<file path="src/rtl/core/u8n1_pkg.sv">
// Shared types and constants for the 8N1 UART transceiver.
// Used by the transmit unit, the receive unit and the top level.
package u8n1_pkg;

    localparam int unsigned PERIOD_W = 16;
    localparam int unsigned STAGE_W  = 4;

    localparam logic [PERIOD_W-1:0] TX_PERIOD_RESET = 16'd100;
    localparam logic [PERIOD_W-1:0] RX_PERIOD_RESET = 16'd108;

    localparam logic [STAGE_W-1:0] TX_IDLE_STAGE  = 4'd0;
    localparam logic [STAGE_W-1:0] TX_START_STAGE = 4'd1;
    localparam logic [STAGE_W-1:0] TX_LAST_DATA   = 4'd9;
    localparam logic [STAGE_W-1:0] TX_STOP_STAGE  = 4'd10;
    localparam logic [STAGE_W-1:0] RX_START_STAGE = 4'd0;
    localparam logic [STAGE_W-1:0] RX_IDLE_STAGE  = 4'd9;

    localparam logic REG_TX_PERIOD = 1'b0;
    localparam logic REG_RX_PERIOD = 1'b1;

    typedef struct packed {
        logic tx_line;
        logic tx_busy;
        logic send_taken;
    } tx_result_t;

    typedef struct packed {
        logic       rx_valid;
        logic [7:0] rx_byte;
    } rx_result_t;

    function automatic logic [PERIOD_W-1:0] eff_period(input logic [PERIOD_W-1:0] p);
        eff_period = (p == '0) ? PERIOD_W'(1) : p;
    endfunction

endpackage

</file>
<file path="src/rtl/core/uart_8n1_transceiver_top.sv">
// Top level of the 8N1 UART transceiver: stream ports, configuration registers.
// Depends on u8n1_pkg, u8n1_tx and u8n1_rx.
//
// Each word on the slave stream is one timing tick: the sampled receive level and
// an optional byte to send. Each accepted word yields exactly one result word on
// the master stream with the transmit level and busy flag after the tick, whether
// the send request was taken, and a received byte when one completes.
// An accepted word enters an input register; when the output register is empty or
// being taken, the transmit and receive units advance one tick and the result is
// captured in the output register, where it is offered on the master stream.
// Throughput is one word per cycle while m_tready keeps the output flowing;
// s_tready stays high while the output register drains or is empty.
// When m_tready is low, one result waits in the output register and one word
// waits in the input register; s_tready then drops until the result is taken.
// Reset clears both stream stages, idles the transmitter with the line high,
// idles the receiver, and loads bit periods of 100 (transmit) and 108 (receive)
// ticks. Bit periods are written through cfg_we/cfg_addr/cfg_data; the user must
// write them only while idle, which the block does not enforce; a period of zero acts as one.
module uart_8n1_transceiver_top (
    input  logic        clk,
    input  logic        rst_n,
    input  logic        s_tvalid,
    output logic        s_tready,
    input  logic [15:0] s_tdata,   // rx_line, send_request, send_value[7:0], zero fill
    output logic        m_tvalid,
    input  logic        m_tready,
    output logic [15:0] m_tdata,   // tx_line, tx_busy, send_taken, rx_valid, rx_byte[7:0], zero fill
    input  logic        cfg_we,
    input  logic        cfg_addr,
    input  logic [15:0] cfg_data
);

    logic [u8n1_pkg::PERIOD_W-1:0] tx_period_reg;
    logic [u8n1_pkg::PERIOD_W-1:0] rx_period_reg;
    logic                          in_valid_reg;
    logic [9:0]                    in_data_reg;
    logic                          out_valid_reg;
    logic [11:0]                   out_data_reg;
    logic                          step;
    u8n1_pkg::tx_result_t          tx_res;
    u8n1_pkg::rx_result_t          rx_res;

    assign step     = in_valid_reg && (!out_valid_reg || m_tready);
    assign s_tready = !in_valid_reg || step;
    assign m_tvalid = out_valid_reg;
    assign m_tdata  = {4'b0000, out_data_reg};

    always_ff @(posedge clk or negedge rst_n)
    begin
        if (!rst_n)
        begin
            tx_period_reg <= u8n1_pkg::TX_PERIOD_RESET;
            rx_period_reg <= u8n1_pkg::RX_PERIOD_RESET;
        end
        else if (cfg_we)
        begin
            unique case (cfg_addr)
                u8n1_pkg::REG_TX_PERIOD: tx_period_reg <= cfg_data;
                u8n1_pkg::REG_RX_PERIOD: rx_period_reg <= cfg_data;
                default: ;
            endcase
        end
    end

    always_ff @(posedge clk or negedge rst_n)
    begin
        if (!rst_n)
        begin
            in_valid_reg  <= 1'b0;
            out_valid_reg <= 1'b0;
        end
        else
        begin
            if (s_tready)
            begin
                in_valid_reg <= s_tvalid;
            end
            if (step)
            begin
                out_valid_reg <= 1'b1;
            end
            else if (m_tready)
            begin
                out_valid_reg <= 1'b0;
            end
        end
    end

    always_ff @(posedge clk)
    begin
        if (s_tready && s_tvalid)
        begin
            in_data_reg <= s_tdata[9:0];
        end
        if (step)
        begin
            out_data_reg <= {rx_res.rx_byte, rx_res.rx_valid, tx_res.send_taken,
                             tx_res.tx_busy, tx_res.tx_line};
        end
    end

    u8n1_tx u_tx (
        .clk          (clk),
        .rst_n        (rst_n),
        .step         (step),
        .send_request (in_data_reg[1]),
        .send_value   (in_data_reg[9:2]),
        .bit_period   (tx_period_reg),
        .result       (tx_res)
    );

    u8n1_rx u_rx (
        .clk        (clk),
        .rst_n      (rst_n),
        .step       (step),
        .rx_line    (in_data_reg[0]),
        .bit_period (rx_period_reg),
        .result     (rx_res)
    );

endmodule

</file>
<file path="src/rtl/core/u8n1_tx.sv">
// Transmit unit of the 8N1 UART: start bit, eight data bits LSB first, stop bit.
// Depends on u8n1_pkg.
module u8n1_tx (
    input  logic                          clk,
    input  logic                          rst_n,
    input  logic                          step,
    input  logic                          send_request,
    input  logic [7:0]                    send_value,
    input  logic [u8n1_pkg::PERIOD_W-1:0] bit_period,
    output u8n1_pkg::tx_result_t          result
);

    logic [u8n1_pkg::STAGE_W-1:0]  stage_reg, stage_next;
    logic [u8n1_pkg::PERIOD_W-1:0] count_reg, count_next, count_inc;
    logic [7:0]                    shift_reg, shift_next;
    logic                          level_reg, level_next;
    logic                          taken;

    always_comb
    begin
        stage_next = stage_reg;
        count_next = count_reg;
        shift_next = shift_reg;
        level_next = level_reg;
        taken      = 1'b0;
        count_inc  = count_reg + u8n1_pkg::PERIOD_W'(1);
        if (stage_reg == u8n1_pkg::TX_IDLE_STAGE)
        begin
            if (send_request)
            begin
                taken      = 1'b1;
                stage_next = u8n1_pkg::TX_START_STAGE;
                count_next = '0;
                shift_next = send_value;
                level_next = 1'b0;
            end
        end
        else
        begin
            count_next = count_inc;
            if (count_inc >= u8n1_pkg::eff_period(bit_period))
            begin
                count_next = '0;
                if (stage_reg >= u8n1_pkg::TX_STOP_STAGE)
                begin
                    stage_next = u8n1_pkg::TX_IDLE_STAGE;
                    level_next = 1'b1;
                end
                else if (stage_reg == u8n1_pkg::TX_LAST_DATA)
                begin
                    stage_next = u8n1_pkg::TX_STOP_STAGE;
                    level_next = 1'b1;
                end
                else
                begin
                    stage_next = stage_reg + u8n1_pkg::STAGE_W'(1);
                    level_next = shift_reg[0];
                    shift_next = {1'b0, shift_reg[7:1]};
                end
            end
        end
    end

    assign result.tx_line    = level_next;
    assign result.tx_busy    = (stage_next != u8n1_pkg::TX_IDLE_STAGE);
    assign result.send_taken = taken;

    always_ff @(posedge clk or negedge rst_n)
    begin
        if (!rst_n)
        begin
            stage_reg <= u8n1_pkg::TX_IDLE_STAGE;
            count_reg <= '0;
            shift_reg <= '0;
            level_reg <= 1'b1;
        end
        else if (step)
        begin
            stage_reg <= stage_next;
            count_reg <= count_next;
            shift_reg <= shift_next;
            level_reg <= level_next;
        end
    end

endmodule

</file>
<file path="src/rtl/core/u8n1_rx.sv">
// Receive unit of the 8N1 UART: start on a falling edge, sample eight bits LSB first.
// Depends on u8n1_pkg.
module u8n1_rx (
    input  logic                          clk,
    input  logic                          rst_n,
    input  logic                          step,
    input  logic                          rx_line,
    input  logic [u8n1_pkg::PERIOD_W-1:0] bit_period,
    output u8n1_pkg::rx_result_t          result
);

    logic [u8n1_pkg::STAGE_W-1:0]  stage_reg, stage_next, stage_inc;
    logic [u8n1_pkg::PERIOD_W-1:0] count_reg, count_next, count_inc;
    logic [7:0]                    shift_reg, shift_next;
    logic                          prev_reg;

    always_comb
    begin
        stage_next      = stage_reg;
        count_next      = count_reg;
        shift_next      = shift_reg;
        result.rx_valid = 1'b0;
        result.rx_byte  = '0;
        count_inc       = count_reg + u8n1_pkg::PERIOD_W'(1);
        stage_inc       = stage_reg + u8n1_pkg::STAGE_W'(1);
        if (stage_reg >= u8n1_pkg::RX_IDLE_STAGE)
        begin
            if (prev_reg && !rx_line)
            begin
                stage_next = u8n1_pkg::RX_START_STAGE;
                count_next = '0;
            end
        end
        else
        begin
            count_next = count_inc;
            if (count_inc >= u8n1_pkg::eff_period(bit_period))
            begin
                count_next = '0;
                stage_next = stage_inc;
                if (stage_inc == u8n1_pkg::RX_IDLE_STAGE)
                begin
                    result.rx_valid = 1'b1;
                    result.rx_byte  = shift_reg;
                end
                else
                begin
                    shift_next[stage_reg[2:0]] = rx_line;
                end
            end
        end
    end

    always_ff @(posedge clk or negedge rst_n)
    begin
        if (!rst_n)
        begin
            stage_reg <= u8n1_pkg::RX_IDLE_STAGE;
            count_reg <= '0;
            shift_reg <= '0;
            prev_reg  <= 1'b1;
        end
        else if (step)
        begin
            stage_reg <= stage_next;
            count_reg <= count_next;
            shift_reg <= shift_next;
            prev_reg  <= rx_line;
        end
    end

endmodule
</file>
<file path="config.mk">
export PLATFORM = sky130hd
export DESIGN_NAME = uart_8n1_transceiver_top
export DESIGN_NICKNAME = d
export VERILOG_FILES = /design/src/rtl/core/u8n1_pkg.sv /design/src/rtl/core/uart_8n1_transceiver_top.sv /design/src/rtl/core/u8n1_tx.sv /design/src/rtl/core/u8n1_rx.sv
export SDC_FILE = /design/constraint.sdc
export NUM_CORES = 1
export LEC_CHECK = 0
export ABC_AREA = 0
export BUFFER_PORTS_ARGS = -buffer_cell sky130_fd_sc_hd__buf_2
export CAP_MARGIN = 25
export CORE_AREA = 5 5 89 132
export DETAILED_ROUTE_END_ITERATION = 10
export DIE_AREA = 0 0 94 137
export HOLD_SLACK_MARGIN = 0.06
export PLACE_DENSITY = 0.95
export SYNTH_ARGS = -nofsm -noshare
export SYNTH_HDL_FRONTEND = slang
export SYNTH_HIERARCHICAL = 1
export SYNTH_SLANG_ARGS = --single-unit
</file>
<file path="constraint.sdc">
create_clock -name clk -period 5.65 [get_ports clk]
set_clock_uncertainty 0.15 [all_clocks]
set_input_delay 0.2825 -clock clk [delete_from_list [all_inputs] [get_ports clk]]
set_output_delay 0.2825 -clock clk [all_outputs]
set_load 0.01 [all_outputs]
</file>
Yosys cells after proc, flatten, opt, wreduce, memory -nomap -nowiden

Cells that the tools add are included.

Bits of input ports: 38
Register bits after elaboration: 114
Output and inout port bits: 18

$add $sub $neg: 4
Equal/unequal tests: 6
Bitwise logic cells: 4
Multiplexer cells: 33
Magnitude comparators: 6
Reduce and logical (&&, ||, !) cells: 25

Operators by type and width:

| operator              | count |
|---|---|
| $mux 16               | 8 |
| $mux 8                | 5 |
| $add 16x1->16 const B | 2 |
| $ge 16x16->1          | 2 |
| $logic_not 16->1      | 2 |
| $mux 4                | 8 |
| $mux 1                | 9 |
| $mux 9                | 1 |
| $add 4x1->4 const B   | 2 |
| $bwmux 8              | 1 |
| $eq 4x4->1 const B    | 2 |
| $ge 4x4->1 const B    | 2 |
| $reduce_and 2->1      | 4 |
| $reduce_bool 2->1     | 3 |
| $reduce_and 5->1      | 1 |
| $logic_and 1x1->1     | 4 |
| $logic_not 4->1       | 1 |
| $lt 3x4->1 const B    | 1 |
| $ne 2x1->1 const B    | 2 |
| $ne 2x2->1 const B    | 2 |
| $not 1->1             | 4 |
| $reduce_and 4->1      | 1 |
| $reduce_bool 4->1     | 1 |
| $demux 1 s3           | 1 |
| other kinds (6)       | 9 |

Longest topological paths before layout

Gate-level depths: netlist (run 1).

Depth after elaboration: 6
Depth in mapped cells: 15

Cells and area by module

The synthesis (run 1) kept the hierarchy.

By module, submodules not included:

| module                   | area an instance (sq um) | sequential area each (sq um) | times used | cells each |
|---|---|---|---|---|
| u8n1_rx                  | 2,334.7                  | 729.4                        | 1          | 248 |
| u8n1_tx                  | 2,253.4                  | 726.9                        | 1          | 260 |
| uart_8n1_transceiver_top | 2,039.5                  | 1,520.2                      | 1          | 104 |

Worst setup path after synthesis (run 1)

No wires, ideal clock.

Kind: reg-to-reg
Start point: register u_tx/count_reg[0] (netlist bit)
End point: register out_data_reg[1] (data pin)
Data required time: 5,237 ps
Setup time: 263 ps
Arrival: 3,176 ps
Period minus slack after synthesis: 3,589 ps
Cell stages (with the launch flop): 14
Path slack: 2,061 ps
Path buffers: 1
Cells stage by stage: dfrtp_1 -> ha_1 -> nand3_1 -> nor2_1 -> nand3_1 -> xnor2_1 -> ha_1 -> nand4_1 -> or3_1 -> a2111oi_4 -> or3_1 -> buf_6 -> mux2i_1 -> a2111o_1

RTL lines:

| element                | RTL line                       | source |
|---|---|---|
| start, declared        | u8n1_tx.sv:14                  | `logic [u8n1_pkg::PERIOD_W-1:0] count_reg, count_next, count_inc;` |
| start signal, assigned | u8n1_tx.sv:80                  | `count_reg <= count_next;` |
| end signal, assigned   | uart_8n1_transceiver_top.sv:97 | `out_data_reg <= {rx_res.rx_byte, rx_res.rx_valid, tx_res.send_taken,` |
| end, declared          | uart_8n1_transceiver_top.sv:38 | `logic [11:0] out_data_reg;` |

Worst setup path after layout (run 1)

Start point: register u_tx/count_reg[0] (netlist bit)
End point: register u_tx.shift_reg[5]

Cells in the longest elaborated chain, start to end: 4

RTL lines:

| element                            | RTL line      | source |
|---|---|---|
| $add 16x1->16                      | u8n1_tx.sv:26 | `count_inc = count_reg + u8n1_pkg::PERIOD_W'(1);` |
| $ge 16x16->1                       | u8n1_tx.sv:41 | `if (count_inc >= u8n1_pkg::eff_period(bit_period))` |
| $reduce_bool 2->1 (no source line) | -             |  |
| $reduce_and 5->1 (no source line)  | -             |  |
| end signal, assigned               | u8n1_tx.sv:81 | `shift_reg <= shift_next;` |
| end, declared                      | u8n1_tx.sv:15 | `logic [7:0] shift_reg, shift_next;` |

No other way between the ends.
A chain may end at the register's enable or synchronous reset.

==> results of run 1 <==
[synth_stat cells, types with 3 or more instances]
master,n
nand2b_1,6
dfstp_2,11
a221o_1,5
a21oi_1,24
mux2_2,39
clkbuf_1,7
a22o_1,12
o31ai_1,3
nor3_1,8
nor2_1,25
and3_1,11
xor2_1,7
nor3b_2,3
edfxtp_1,22
nand2_1,46
nand3_1,21
nor4_1,9
buf_2,4
a31oi_1,3
a21o_1,9
o21ai_1,7
o22ai_1,3
o21ai_0,21
xnor2_1,20
nand4_1,11
or2_2,4
or3_1,8
and2_1,14
buf_4,7
nand3_2,5
ha_1,42
mux2_4,10
inv_1,51
dfrtp_1,81
buf_6,8
[through the flow]
stage | hold slack (ns) | instance area [µm²] | utilization, %
after floorplan | -0.163 | 6640 | -
after global placement | 0.147 | 6860 | 65.5
after detailed placement | 0.159 | 6860 | 65.5
after CTS | 0.280 | 7730 | 73.8
after global routing | 0.323 | 7740 | 73.9
final | 0.271 | 7740 | 73.9
[per-layer routing]
| metal | wire length [µm] | share of wire [%] |
|---|---|---|
| met1 | 6570 | 35 |
| met2 | 9530 | 51 |
| met3 | 1410 | 7.6 |
| met4 | 1050 | 5.7 |
| met5 | 0 | 0 |
[power by group through the flow]
| stage | clock, µW | combinational (µW) | sequential [µW] |
|---|---|---|---|
| 2_1_floorplan | 0 | 455 | 1060 |
| 3_3_place_gp | 0 | 527 | 1080 |
| 3_5_place_dp | 0 | 581 | 1100 |
| 4_1_cts | 1060 | 619 | 1090 |
| 5_1_grt | 1110 | 698 | 1110 |
| 6_report | 1070 | 651 | 1100 |
[what timing repair did]
action,in CTS,in global routing
endpoints found under the setup margin,0,0
hold buffers,29,0
hold endpoints to repair,81,0
[cells by family (layout without fill, tap and decap cells)]
| group | count (synthesis) | in the layout |
|---|---|---|
| AND/OR/NAND/NOR | 191 | 191 |
| flip-flops | 114 | 114 |
| AO/OA/AOI/OAI | 108 | 108 |
| buffers and inverters | 79 | 162 |
| multiplexers | 50 | 50 |
| adder cells (fa/ha/maj) | 42 | 42 |
| XOR/XNOR | 27 | 27 |
| other | 1 | 4 |
[path summary, 6_finish.rpt]
path,startpoint,to
min in group clk,u_rx/shift_reg[4],u_rx/shift_reg[4]
min reg2reg,u_rx/shift_reg[4],u_rx/shift_reg[4]
max in group asynchronous,rst_n,tx_period_reg[10]
max reg2reg,u_tx/count_reg[0],u_tx/shift_reg[5]
min,rst_n,u_tx/shift_reg[7]
max,u_tx/count_reg[0],u_tx/shift_reg[5]
[cell type report]
class | count | area share, %
clock inverter | 10 | 1.37
inverter | 51 | 2.47
sequential | 114 | 38.4
multi-input combinational | 422 | 42.1
timing repair buffer | 79 | 7.18
tap | 144 | 2.33
clock buffer | 22 | 6.14
==> run summary, run 1 <==
The fraction of layout cells with a size suffix above 1 is about a quarter. The core area came out at around 10000 µm². The clock transition at the register clock pins on the worst setup and hold paths after CTS is 0.06 ns.

The number of cells on the worst reg-to-reg path came out at 12. The iteration count of the initial detailed-routing pass is 6. The worst path required time is just under 6 ns. The number of library cell types mapped by synthesis came out at 72. The post-CTS resize count is 0.

For flop-to-flop paths, the worst setup slack is 1.15 ns. The maximum number of pins on one net before global-route repair is 52. The sequential standard cell area is roughly 3000 µm². The die is around 140 µm tall. Once the clock tree was built, the setup fixing pass inserted 0 buffers. In this run the worst path has a maximum fanout of 11. The HPWL after detailed placement is 10700 µm. The post-synthesis compound-gate area fraction is between 10% and 20%. The number of global-route vias before repair came out at 5709. The total CTS buffers came out at 17. The placement row count is 46. The later pin in the worst-skew pair is clocked with a latency of 0.43 ns.

The antenna cell count came out at 0. The static leakage is 0.00366 µW. The cell type with the largest total area after synthesis is dfrtp_1. The total overflow left after global routing is 0. Once layout is complete, the cells apart from fillers number 842. The number of design rule violations left after detail routing is 0. TritonCTS built the clock tree. VDD sags by at most between 300 and 400 µV. After detailed placement, the design holds a cell count of 780. The relative contribution of sequential cells to total power came out at 39.1%.

The final-layout fill cell count came out at 628. The H-tree generated during clock tree synthesis spans 4 levels. The signal on the critical path passes through ha_1, nand3_1, nor2_1, nand3_1, xnor2_1, ha_1, nand4_1, or3_1, a2111oi_4, or3_1, o21a_1, mux2_2.

After the last flow step, the layout net total stands at 765. The worst setup path is launched from a register. The die covers around 13000 µm². The initial antenna violation count came out at 0.

The fraction of registers with async set or reset after synthesis came out at 80.7%. For met2 alone, demand over resource in global routing was between 50 and 60%. After synthesis, the share of cell area in mux cells is under 10%. The critical path in this run is classified as reg2reg. The pre-CTS worst setup slack is between 1 and 1.5 ns. The simple-gate portion of the synthesized area is between 10% and 20%. The final routed wire length divided by cell count came out at roughly 22 µm. The met3 layer usage reported by global route came out at 9.35%. The total power per unit cell area is 364 nW/µm². The total power consumption of the routed design is 2820 µW.

In the global route stage, met1 resource usage came out at 34.3%. In this run the number of cells on the critical path is 12. The number of setup violations in the final report came out at 0. The delay contributed by the slowest stage of the critical path is 0.45 ns. The number of vias per cell after detailed routing came out at 6.47. The register bit total from synthesis is roughly 110. The internal power consumption is slightly below 2000 µW. The via total after detailed routing is between 5000 and 6000. Of the synthesized area, sequential elements account for between 40% and 50%. The area used by multi-input combinational logic came out at 3260 µm². The run finished with clean final reports. In the synthesized netlist the dominant register cell turns out to be dfrtp_1. The area growth from synthesis to final layout came out at 16.8%. For this run, the top clock speed supported by timing is roughly 220 MHz. The wire length of the first global-routing pass is approximately 30000 µm. The switching power total came out at 885 µW. The count of warnings emitted by yosys came out at 6. The tree built by TritonCTS fans out to 114 sinks.

The adder-cell share of the synthesized area came out at 7.93%. Among all stages on the critical path, the largest delay is contributed by dfrtp_1. Setup repair after global routing left no endpoint under its margin.

The average size of a mapped cell is 10.8 µm². The count of endpoints failing hold in the final timing report came to 0. The buffer cell driving the clock tree root is clkbuf_16. The count of antenna-violating nets left after detailed routing came out at 0.

The post-route minimum period came out at around 4.5 ns. The congestion estimate from routability-driven global placement came to 0.876. The total wirelength of the detailed-routed design is around 19000 µm. The slew at the pin with the worst max-slew slack is 0.956 ns. STA classifies the critical path endpoint as a register. The post-synth design cell area is around 6600 µm².

The number of buffers and inverters on the critical path is 0. Net switching is 31.4% of the power. The slack of the critical path came out at 1.15 ns. Headroom to the max-slew limit came out at 36.3%. The proportion of power drawn by the clock network is roughly 38%.

Yosys attributes the largest share of cell area to dfrtp_1 (31%), edfxtp_1 (10%), ha_1 (7.9%), mux2_2 (6.6%), dfstp_2 (4.4%). The most frequent standard cell in the layout excluding fill and tap cells is dfrtp_1. The number of instances in the synthesized netlist came out at between 600 and 700.

The top cell types in the final layout, fill and taps aside, are dfrtp_1 (81), inv_1 (51), nand2_1 (46), buf_2 (44), ha_1 (42). The combinational share of power is 23.1%. The number of flops mapped to enable cells by yosys is 22. The layer flagged by global routing as most heavily used is met2. Dividing the final minimum period by the clock period gives 79.6%. The max-capacitance violation count came out at 0. In this run the worst hold path is classified as in2async. The proportion of netlist area held by the largest area contributor is between 30% and 40%. The xor and xnor area share after synthesis came out at 3.57%.

The clock passes through at most 2 buffers. The detailed router finished its first iteration with 665 violations. The width of the die came out at 94 µm. The count of input and output buffers came out at 45. The global routing usage summed across all routing layers came out at 30.8%. The final max-slew violation count is 0. By area, the combinational part of the netlist is dominated by simple AND/OR/NAND/NOR gates.

The top-level I/O count is 56. Once the floorplan was initialized, standard cells occupied 63.3% of the core. The worst endpoint data arrival time is 4.65 ns.

Broken down by cell family, the worst path's largest delay share belongs to simple AND/OR/NAND/NOR gates. The accumulated negative setup slack is 0 ns.
No activity file was read; power rests on OpenSTA's default activity.
==> inputs of run 2 (changes only) <==
--- a/config.mk
+++ b/config.mk
@@ -5,14 +5,14 @@
 export SDC_FILE = /design/constraint.sdc
 export NUM_CORES = 1
 export LEC_CHECK = 0
-export ABC_AREA = 0
+export ABC_AREA = 1
 export BUFFER_PORTS_ARGS = -buffer_cell sky130_fd_sc_hd__buf_2
 export CAP_MARGIN = 25
-export CORE_AREA = 5 5 89 132
+export CORE_AREA = 5 5 97 145
 export DETAILED_ROUTE_END_ITERATION = 10
-export DIE_AREA = 0 0 94 137
+export DIE_AREA = 0 0 102 150
 export HOLD_SLACK_MARGIN = 0.06
-export PLACE_DENSITY = 0.95
+export PLACE_DENSITY = 0.87
 export SYNTH_ARGS = -nofsm -noshare
 export SYNTH_HDL_FRONTEND = slang
 export SYNTH_HIERARCHICAL = 1
==> constraint.sdc (replaced) <==
create_clock -name clk -period 3.8 [get_ports clk]
set_clock_uncertainty 0.15 [all_clocks]
set_input_delay 0.19 -clock clk [delete_from_list [all_inputs] [get_ports clk]]
set_output_delay 0.19 -clock clk [all_outputs]
set_load 0.01 [all_outputs]
==> run 2 against run 1 <==
Against the previous run:
- setup slack worse by 0.82 ns
- highest routed layer unchanged
- die area is 19% higher
- register-to-register slack worse by 0.82 ns
- first-iteration DRC count is 36% lower
- critical path depth is 2 higher
- critical path type unchanged
- cell count is 28% higher
==> run summary, run 2 <==
The flow ran to the end, and the final reports show no timing, DRC or antenna violations. The worst setup slack for register-to-register paths is 0.33 ns (-0.82 ns). The relative slew slack came out at 47.9% (+12 points). The xor and xnor area share after synthesis is 3.19% (-0.38 points). The H-tree depth came to 4 (unchanged).

The clock tree from TritonCTS is yes. The fraction of power spent switching nets came to 36.7% (+5.3 points). The post-route minimum period came out at 3.47 ns (-1.03 ns). The wire length of the first global-routing pass is 26900 µm (-10%). The number of setup violations in the final report came out at 0 (unchanged).

The total CTS buffers came to 17 (unchanged). The area growth from synthesis to final layout is 16.9% (about the same). The proportion of power drawn by the clock network came to 33.1% (-4.7 points).

In this run the critical register-to-register path is launched from u_rx/count_reg[0]. The antenna cell count came to 0 (unchanged). The switching power total was 1750 µW (+98%). The leftover overflow at the end of global routing is 0 (unchanged). The register bit total from synthesis came out at 114 (unchanged). The total number of clock tree sinks came to 114 (unchanged). The most critical setup path has its endpoint at out_data_reg[5]. The most frequent cell on the critical path is nand2_1. The total power per unit cell area came to 597 nW/µm² (+64%). The slew at the pin with the worst max-slew slack is 0.782 ns (-0.174 ns). The top-level I/O count came out at 56 (unchanged). The accumulated negative setup slack came to 0 ns (unchanged).

The worst setup path is launched from a register. The pre-CTS worst setup slack is 0.517 ns (-0.851 ns). The count of warnings emitted by yosys is 6 (unchanged). Leaving out fill and tap cells, the most frequent cell in the layout is nand2_1.

The share of the clock period used by the worst path came out at 91.3% (+12 points). The number of cells on the worst reg-to-reg path was 14 (+2). The number of design rule violations left after detail routing came out at 0 (unchanged).

STA classifies the critical path endpoint as a register. The die area came out at 15300 µm² (+19%). The simple-gate portion of the synthesized area came out at 29.1% (+13 points).

The maximum number of pins on one net before global-route repair is 61 (+17%). The average size of a mapped cell came out at 8.25 µm² (-24%). By area the synthesized netlist is led by dfrtp_1 (30%), nand2_1 (13%), edfxtp_1 (9.7%), ha_1 (7.7%), inv_1 (6.8%).

The cell type with the largest total area after synthesis is dfrtp_1. The number of library cell types mapped by synthesis is 49 (-32%). The relative contribution of sequential cells to total power is 35.2% (-3.9 points). The most used flip-flop cell after synthesis is dfrtp_1. In this design, the largest share of critical-path delay is due to simple AND/OR/NAND/NOR gates. The number of nets in the layout came out at 982 (+28%). The timing-limited maximum frequency is 288 MHz (+30%). The worst path required time came to 3.81 ns (-1.99 ns). The highest fanout seen on the critical path came out at 19 (+8). The slowest stage of the critical path belongs to the cell dfrtp_1. The fraction of layout cells with a size suffix above 1 came out at 15.7% (-9.2 points). The commonest cells after synthesis are nand2_1 (245), inv_1 (124), dfrtp_1 (81).

The slack of the critical path came to 0.330 ns (-0.821 ns). The via total after detailed routing came out at 5743 (+5.5%). The count of routing violations after the opening detailed-route iteration is 425 (-36%). The count of endpoints failing hold in the final timing report is 0 (unchanged).

By area, the combinational part of the netlist is dominated by simple AND/OR/NAND/NOR gates. The global routing usage summed across all routing layers was 22.5% (-8.3 points). The delay contributed by the slowest stage of the critical path is 0.41 ns (-0.04 ns).

The number of global-route vias before repair came out at 5801 (+1.6%). The die outline height is 150 µm (+9.5%). The initial core utilization is 53.7% (-9.5 points). The width of the die came to 102 µm (+8.5%). The final routed wire length divided by cell count was 15.1 µm (-31%). The critical path goes through nand3_1, nor3_1, nand2_1, o21ai_0, inv_1, ha_1, nand2_1, nand2_1, nand2_1, a21oi_1, nor2_1, nand2_2, nand3_2, nor2_1. The count of antenna-violating nets left after detailed routing is 0 (unchanged).

The proportion of netlist area held by the largest area contributor came out at 29.7% (-0.89 points). The max-capacitance violation count came to 0 (unchanged). The maximum buffer depth of the clock tree came out at 2 (unchanged). The iteration count of the initial detailed-routing pass is 5 (-1).

The buffer cell driving the clock tree root is clkbuf_16. The portion of the post-synthesis area used by sequential elements is 43.6% (-1.3 points). The initial antenna violation count is 0 (unchanged). The post-synth design cell area came to 6830 µm² (+3.0%).

The library cells used most frequently in the layout, excluding fill and tap cells, are nand2_1 (245), inv_1 (124), dfrtp_1 (81), nand3_1 (67), buf_2 (44). The number of buffers and inverters on the critical path is 1 (+1). In this run the worst setup path begins at u_rx/count_reg[0]. The path class of the lowest-slack min-delay path is in2reg. The number of instances in the synthesized netlist came to 827 (+35%). In this run the most critical hold path is launched from cfg_addr. The number of vias per cell after detailed routing came out at 5.35 (-17%). Setup repair after global routing left no endpoint under its margin. The critical path is of the reg2reg type. The insertion delay to the later sink of the worst-skew pair came out at 0.42 ns (about the same).

The combinational share of power came out at 31.8% (+8.7 points). The clock transition at the register clock pins on the worst setup and hold paths after CTS is 0.06 ns (about the same). The static leakage came to 0.00410 µW (+12%). The total wirelength of the detailed-routed design is 16300 µm (-12%).

The adder-cell share of the synthesized area came out at 7.70% (-0.23 points). The fraction of registers with async set or reset after synthesis is 80.7% (unchanged). The largest vdd supply drop came out at 572 µV (+79%). The worst endpoint data arrival time is 3.48 ns (-1.17 ns).

The endpoint identified for the worst register-to-register timing path is out_data_reg[5]. nand2_1 is the most common cell in the netlist. The post-synthesis compound-gate area fraction is 5.96% (-6.1 points). The HPWL after detailed placement came out at 10600 µm (-1.0%). The post-CTS setup buffer count was 0 (unchanged). The internal power consumption came to 3010 µW (+56%). The multiplexer fraction of the synthesized cell area is 0% (-9.0 points). The core area is 12700 µm² (+21%). The routability congestion estimate is 0.897 (+2.4%). The placement row count was 51 (+11%). The number of flops mapped to enable cells by yosys is 22 (unchanged). The count of input and output buffers is 45 (unchanged). The total stage count of the critical path is 14 (+2). The final max-slew violation count is 0 (unchanged).
run 2: cell families (layout without fill, tap and decap cells):
group	after synthesis	in the layout
buffers and inverters	160	245
DFF	114	114
other	1	4
AOI/OAI and AO/OA	62	62
xor gates and xnor gates	24	24
and+or+nand+nor	424	424
adders and majority gates	42	42
run 2: worst min-delay path by stage:
stage / endpoint / slack (ns) / cells after the start
floorplan: in_valid_reg / -0.26 / 0
global placement: u_tx/stage_reg[2] / 0.17 / 1
detailed placement: m_tvalid / 0.18 / 1
CTS: rx_period_reg[2] / 0.08 / 3
global route: rx_period_reg[2] / 0.1 / 3
finish: rx_period_reg[2] / 0.08 / 3
run 2: cell type report:
cell class | count | area (µm²)
fill | 943 | 4720
multi-input combinational | 556 | 3150
sequential | 114 | 2980
timing repair buffer | 78 | 551
inverter | 135 | 514
clock buffer | 17 | 425
tap | 159 | 199
clock inverter | 15 | 156
run 2: metal layers:
layer  global-route usage (%)  vias up  part of all wire, %
met4                     12.7        0                  5.4
li1                         -     2784                    -
met3                     4.52       73                  3.9
met1                     24.2     2693                   36
met2                     40.3      193                   54
met5                        0        -                    0
run 2: per-stage QoR:
step / std cells / hold WS (ns) / utilization (%) / area [µm²] / power, µW
global placement: 1012 / 0.166 / 55.9 / 7090 / 3050
CTS: 1074 / 0.0832 / 62.8 / 7980 / 4750
floorplan: 830 / -0.256 / - / 6840 / 2800
finish: 1074 / 0.0849 / 62.8 / 7980 / 4760
global route: 1074 / 0.0961 / 62.8 / 7980 / 5070
detailed placement: 1012 / 0.177 / 55.9 / 7090 / 3120
run 2: power by group through the flow:
stage	Combinational (µW)	Sequential (µW)	Clock, µW
3_3_place_gp	1370	1670	0
3_5_place_dp	1440	1690	0
2_1_floorplan	1150	1650	0
6_report	1510	1670	1580
5_1_grt	1710	1710	1660
4_1_cts	1500	1670	1580
run 2: repair_timing:
action                                 in CTS  in global routing
resized for setup                           0                  0
endpoints found under the hold margin      99                  0
hold buffers                               30                  0
run 2: worst register-to-register path, stage by stage (launching register included):
cell and delay, ns:
dfrtp_1 0.41, nand3_1 0.20, nor3_1 0.25, nand2_1 0.13, o21ai_0 0.40, inv_1 0.11, ha_1 0.33, nand2_1 0.08
nand2_1 0.04, nand2_1 0.05, a21oi_1 0.06, nor2_1 0.33, nand2_2 0.31, nand3_2 0.27, nor2_1 0.10
==> inputs of run 3 (changes only) <==
--- a/config.mk
+++ b/config.mk
@@ -13,6 +13,7 @@
 export DIE_AREA = 0 0 102 150
 export HOLD_SLACK_MARGIN = 0.06
 export PLACE_DENSITY = 0.87
+export RECOVER_POWER = 50
 export SYNTH_ARGS = -nofsm -noshare
 export SYNTH_HDL_FRONTEND = slang
 export SYNTH_HIERARCHICAL = 1
==> run 3 against run 2 <==
Against the previous run:
- the run now ends with capacitance limit, slew limit left
- die area is the same
- critical path type unchanged
- non-clock buffer count is the same
- worst hold slack lost 0.017 ns
==> run summary, run 3 (synthesis results as in run 2) <==
The pre-CTS worst setup slack came out at 0.517 ns (unchanged). The startpoint identified for the worst register-to-register timing path is u_rx/count_reg[0]. The fraction of power spent switching nets came out at 36.7% (about the same).

The number of buffers and inverters on the critical path came out at 1 (unchanged). The worst setup path is launched from a register. The total power consumption of the routed design came out at 4760 µW (-0.16%).

The number of setup violations in the final report came out at 0 (unchanged). The fraction of layout cells with a size suffix above 1 was 13.9% (-1.9 points). The accumulated negative setup slack was 0 ns (unchanged). The signal on the critical path passes through nand3_1, nor3_1, nand2_1, o21ai_0, inv_1, ha_1, nand2_1, nand2_1, nand2_1, a21oi_1, nor2_1, nand2_2, nand3_2, nor2_1.

The run finished, with violations left. The number of vias per cell after detailed routing came out at 5.33 (-0.33%). The max-capacitance violation count came to 1 (+1).

The iteration count of the initial detailed-routing pass came out at 5 (unchanged). The global routing usage summed across all routing layers came out at 22.5% (unchanged). The total number of clock tree sinks is 114 (unchanged). The HPWL after detailed placement is 10600 µm (unchanged). The die outline height came out at 150 µm (unchanged). The total wirelength of the detailed-routed design was 16300 µm (about the same).

The relative slew slack came to -0.390% (-48 points). The share of the clock period used by the worst path is 91.9% (+0.62 points). The timing-limited maximum frequency is 286 MHz (-0.68%). The cell that appears most often on the critical path is nand2_1.

TritonCTS built the clock tree. The final routed wire length divided by cell count came out at 15.1 µm (about the same). The dominant delay contributor by cell family on the critical path is simple AND/OR/NAND/NOR gates.

The worst hold path belongs to the class in2reg. The insertion delay to the later sink of the worst-skew pair came out at 0.42 ns (about the same). The initial core utilization came to 53.7% (unchanged).

The maximum buffer depth of the clock tree was 2 (unchanged). The path with the worst hold slack has its endpoint at rx_period_reg[2]. The slack of the critical path is 0.307 ns (-0.0236 ns).

The slew at the pin with the worst max-slew slack came out at 1.51 ns (+0.724 ns). The initial antenna violation count is 0 (unchanged). The internal power consumption came to 3010 µW (-0.19%). The relative contribution of sequential cells to total power is 35.2% (about the same). The library cell used most frequently in the layout, excluding fill and tap cells, is nand2_1. The type of element capturing the critical path is a register. The placement row count came to 51 (unchanged). The die area is 15300 µm² (unchanged). The total CTS buffers is 17 (unchanged). The antenna cell count is 0 (unchanged). The H-tree depth is 4 (unchanged).

The switching power total came out at 1750 µW (-0.11%). In the layout the commonest cells are nand2_1 (247), inv_1 (124), dfrtp_1 (81), nand3_1 (67), ha_1 (42). The total power per unit cell area was 600 nW/µm² (+0.41%). The highest-delay cell along the critical path is o21ai_0. The via total after detailed routing came out at 5724 (-0.33%).

The worst endpoint data arrival time came out at 3.50 ns (+0.02 ns). The count of routing violations after the opening detailed-route iteration is 396 (-6.8%). The combinational share of power was 31.6% (-0.2 points). The clock transition at the register clock pins on the worst setup and hold paths after CTS came to 0.06 ns (about the same).

The class of the most critical setup path is reg2reg. The post-CTS setup buffer count was 0 (unchanged). The core utilization of the finished layout is 62.5% (-0.35 points). Setup repair after global routing left no endpoint under its margin. The core area came out at 12700 µm² (unchanged). The reg-to-reg endpoint is out_data_reg[5].

The worst path required time came to 3.81 ns (about the same). The highest fanout seen on the critical path came out at 19 (unchanged). The top-level I/O count is 56 (unchanged). The final max-slew violation count is 60 (+60). The checks that failed: capacitance limit, slew limit. The wire length of the first global-routing pass is 26900 µm (unchanged). The beginning of the worst hold path is cfg_addr. The static leakage is 0.00405 µW (-1.3%). The delay contributed by the slowest stage of the critical path came to 0.42 ns (about the same). The count of endpoints failing hold in the final timing report came out at 0 (unchanged).

The worst setup slack for register-to-register paths came out at 0.31 ns (-0.02 ns). The count of hold buffers inserted by post-cts repair is 30 (unchanged). The routability congestion estimate was 0.897 (unchanged). The post-route minimum period came out at 3.49 ns (+0.0236 ns). The width of the die came to 102 µm (unchanged). The count of antenna-violating nets left after detailed routing came to 0 (unchanged).

The number of nets in the layout is 982 (unchanged). The maximum number of pins on one net before global-route repair is 61 (unchanged). The number of design rule violations left after detail routing came out at 0 (unchanged).

The count of input and output buffers came out at 45 (unchanged). The leftover overflow at the end of global routing came out at 0 (unchanged). The largest vdd supply drop came out at 576 µV (+0.66%). The post-CTS resize count is 0 (unchanged).

The number of cells on the worst reg-to-reg path came out at 14 (unchanged). The buffer cell driving the clock tree root is clkbuf_16. The number of cells on the worst hold path is 3 (unchanged). The area growth from synthesis to layout is 16.2%.

The number of global-route vias before repair is 5801 (unchanged). The proportion of power drawn by the clock network is 33.2% (about the same).
[run 3: changes by cell type in the layout (fill, tap and decap cells not counted)]
cell,delta
nand2_4,-1
clkbuf_1,+15
nand2_1,+2
buf_2,-15
buf_4,-1
nand2_8,-1
clkbuf_2,+1
[run 3: worst register-to-register path, cell delays in order, from the launching register on]
cell	delay [ns]
dfrtp_1	0.41
nand3_1	0.21
nor3_1	0.24
nand2_1	0.13
o21ai_0	0.42
inv_1	0.12
ha_1	0.34
nand2_1	0.08
nand2_1	0.04
nand2_1	0.05
a21oi_1	0.06
nor2_1	0.32
nand2_2	0.31
nand3_2	0.27
nor2_1	0.10
[run 3: worst max-delay path by stage]
stage / startpoint / slack [ns] / to / depth (start not counted)
finish: u_rx/count_reg[0] / 0.31 / out_data_reg[5] / 14
detailed placement: u_rx/count_reg[0] / 0.52 / u_rx/stage_reg[0] / 17
floorplan: u_tx/count_reg[0] / 1.0 / out_data_reg[0] / 17
global placement: u_rx/count_reg[0] / 0.55 / u_rx/stage_reg[2] / 17
CTS: u_rx/count_reg[0] / 0.43 / u_rx/stage_reg[2] / 15
global route: u_rx/count_reg[0] / 0.16 / u_rx/stage_reg[0] / 16
[run 3: power groups by stage]
stage               clock, µW  combinational (µW)  sequential [µW]
floorplan                   0                1150             1650
global placement            0                1370             1670
detailed placement          0                1440             1690
CTS                      1580                1500             1670
global route             1660                1700             1710
finish                   1580                1500             1680
[run 3: cell type report]
cell class	instances	area (µm²)
Clock buffer	17	425
Clock inverter	15	156
Fill cell	953	4770
Inverter	135	514
Multi-Input combinational cell	556	3130
Sequential cell	114	2980
Tap cell	159	199
Timing Repair Buffer	78	529
[run 3: per-layer routing]
layer | routed length, µm | global-route usage (%) | part of all wire, %
met1 | 5990 | 24.2 | 37
met2 | 8790 | 40.3 | 54
met3 | 622 | 4.52 | 3.8
met4 | 860 | 12.7 | 5.3
met5 | 0 | 0 | 0
[run 3: through the flow]
step | hold slack (ns) | instance area (µm²) | instances
3_3_place_gp | 0.166 | 7090 | 1012
2_1_floorplan | -0.256 | 6840 | 830
5_1_grt | 0.0807 | 7930 | 1074
3_5_place_dp | 0.177 | 7090 | 1012
6_report | 0.0675 | 7930 | 1074
4_1_cts | 0.0832 | 7980 | 1074
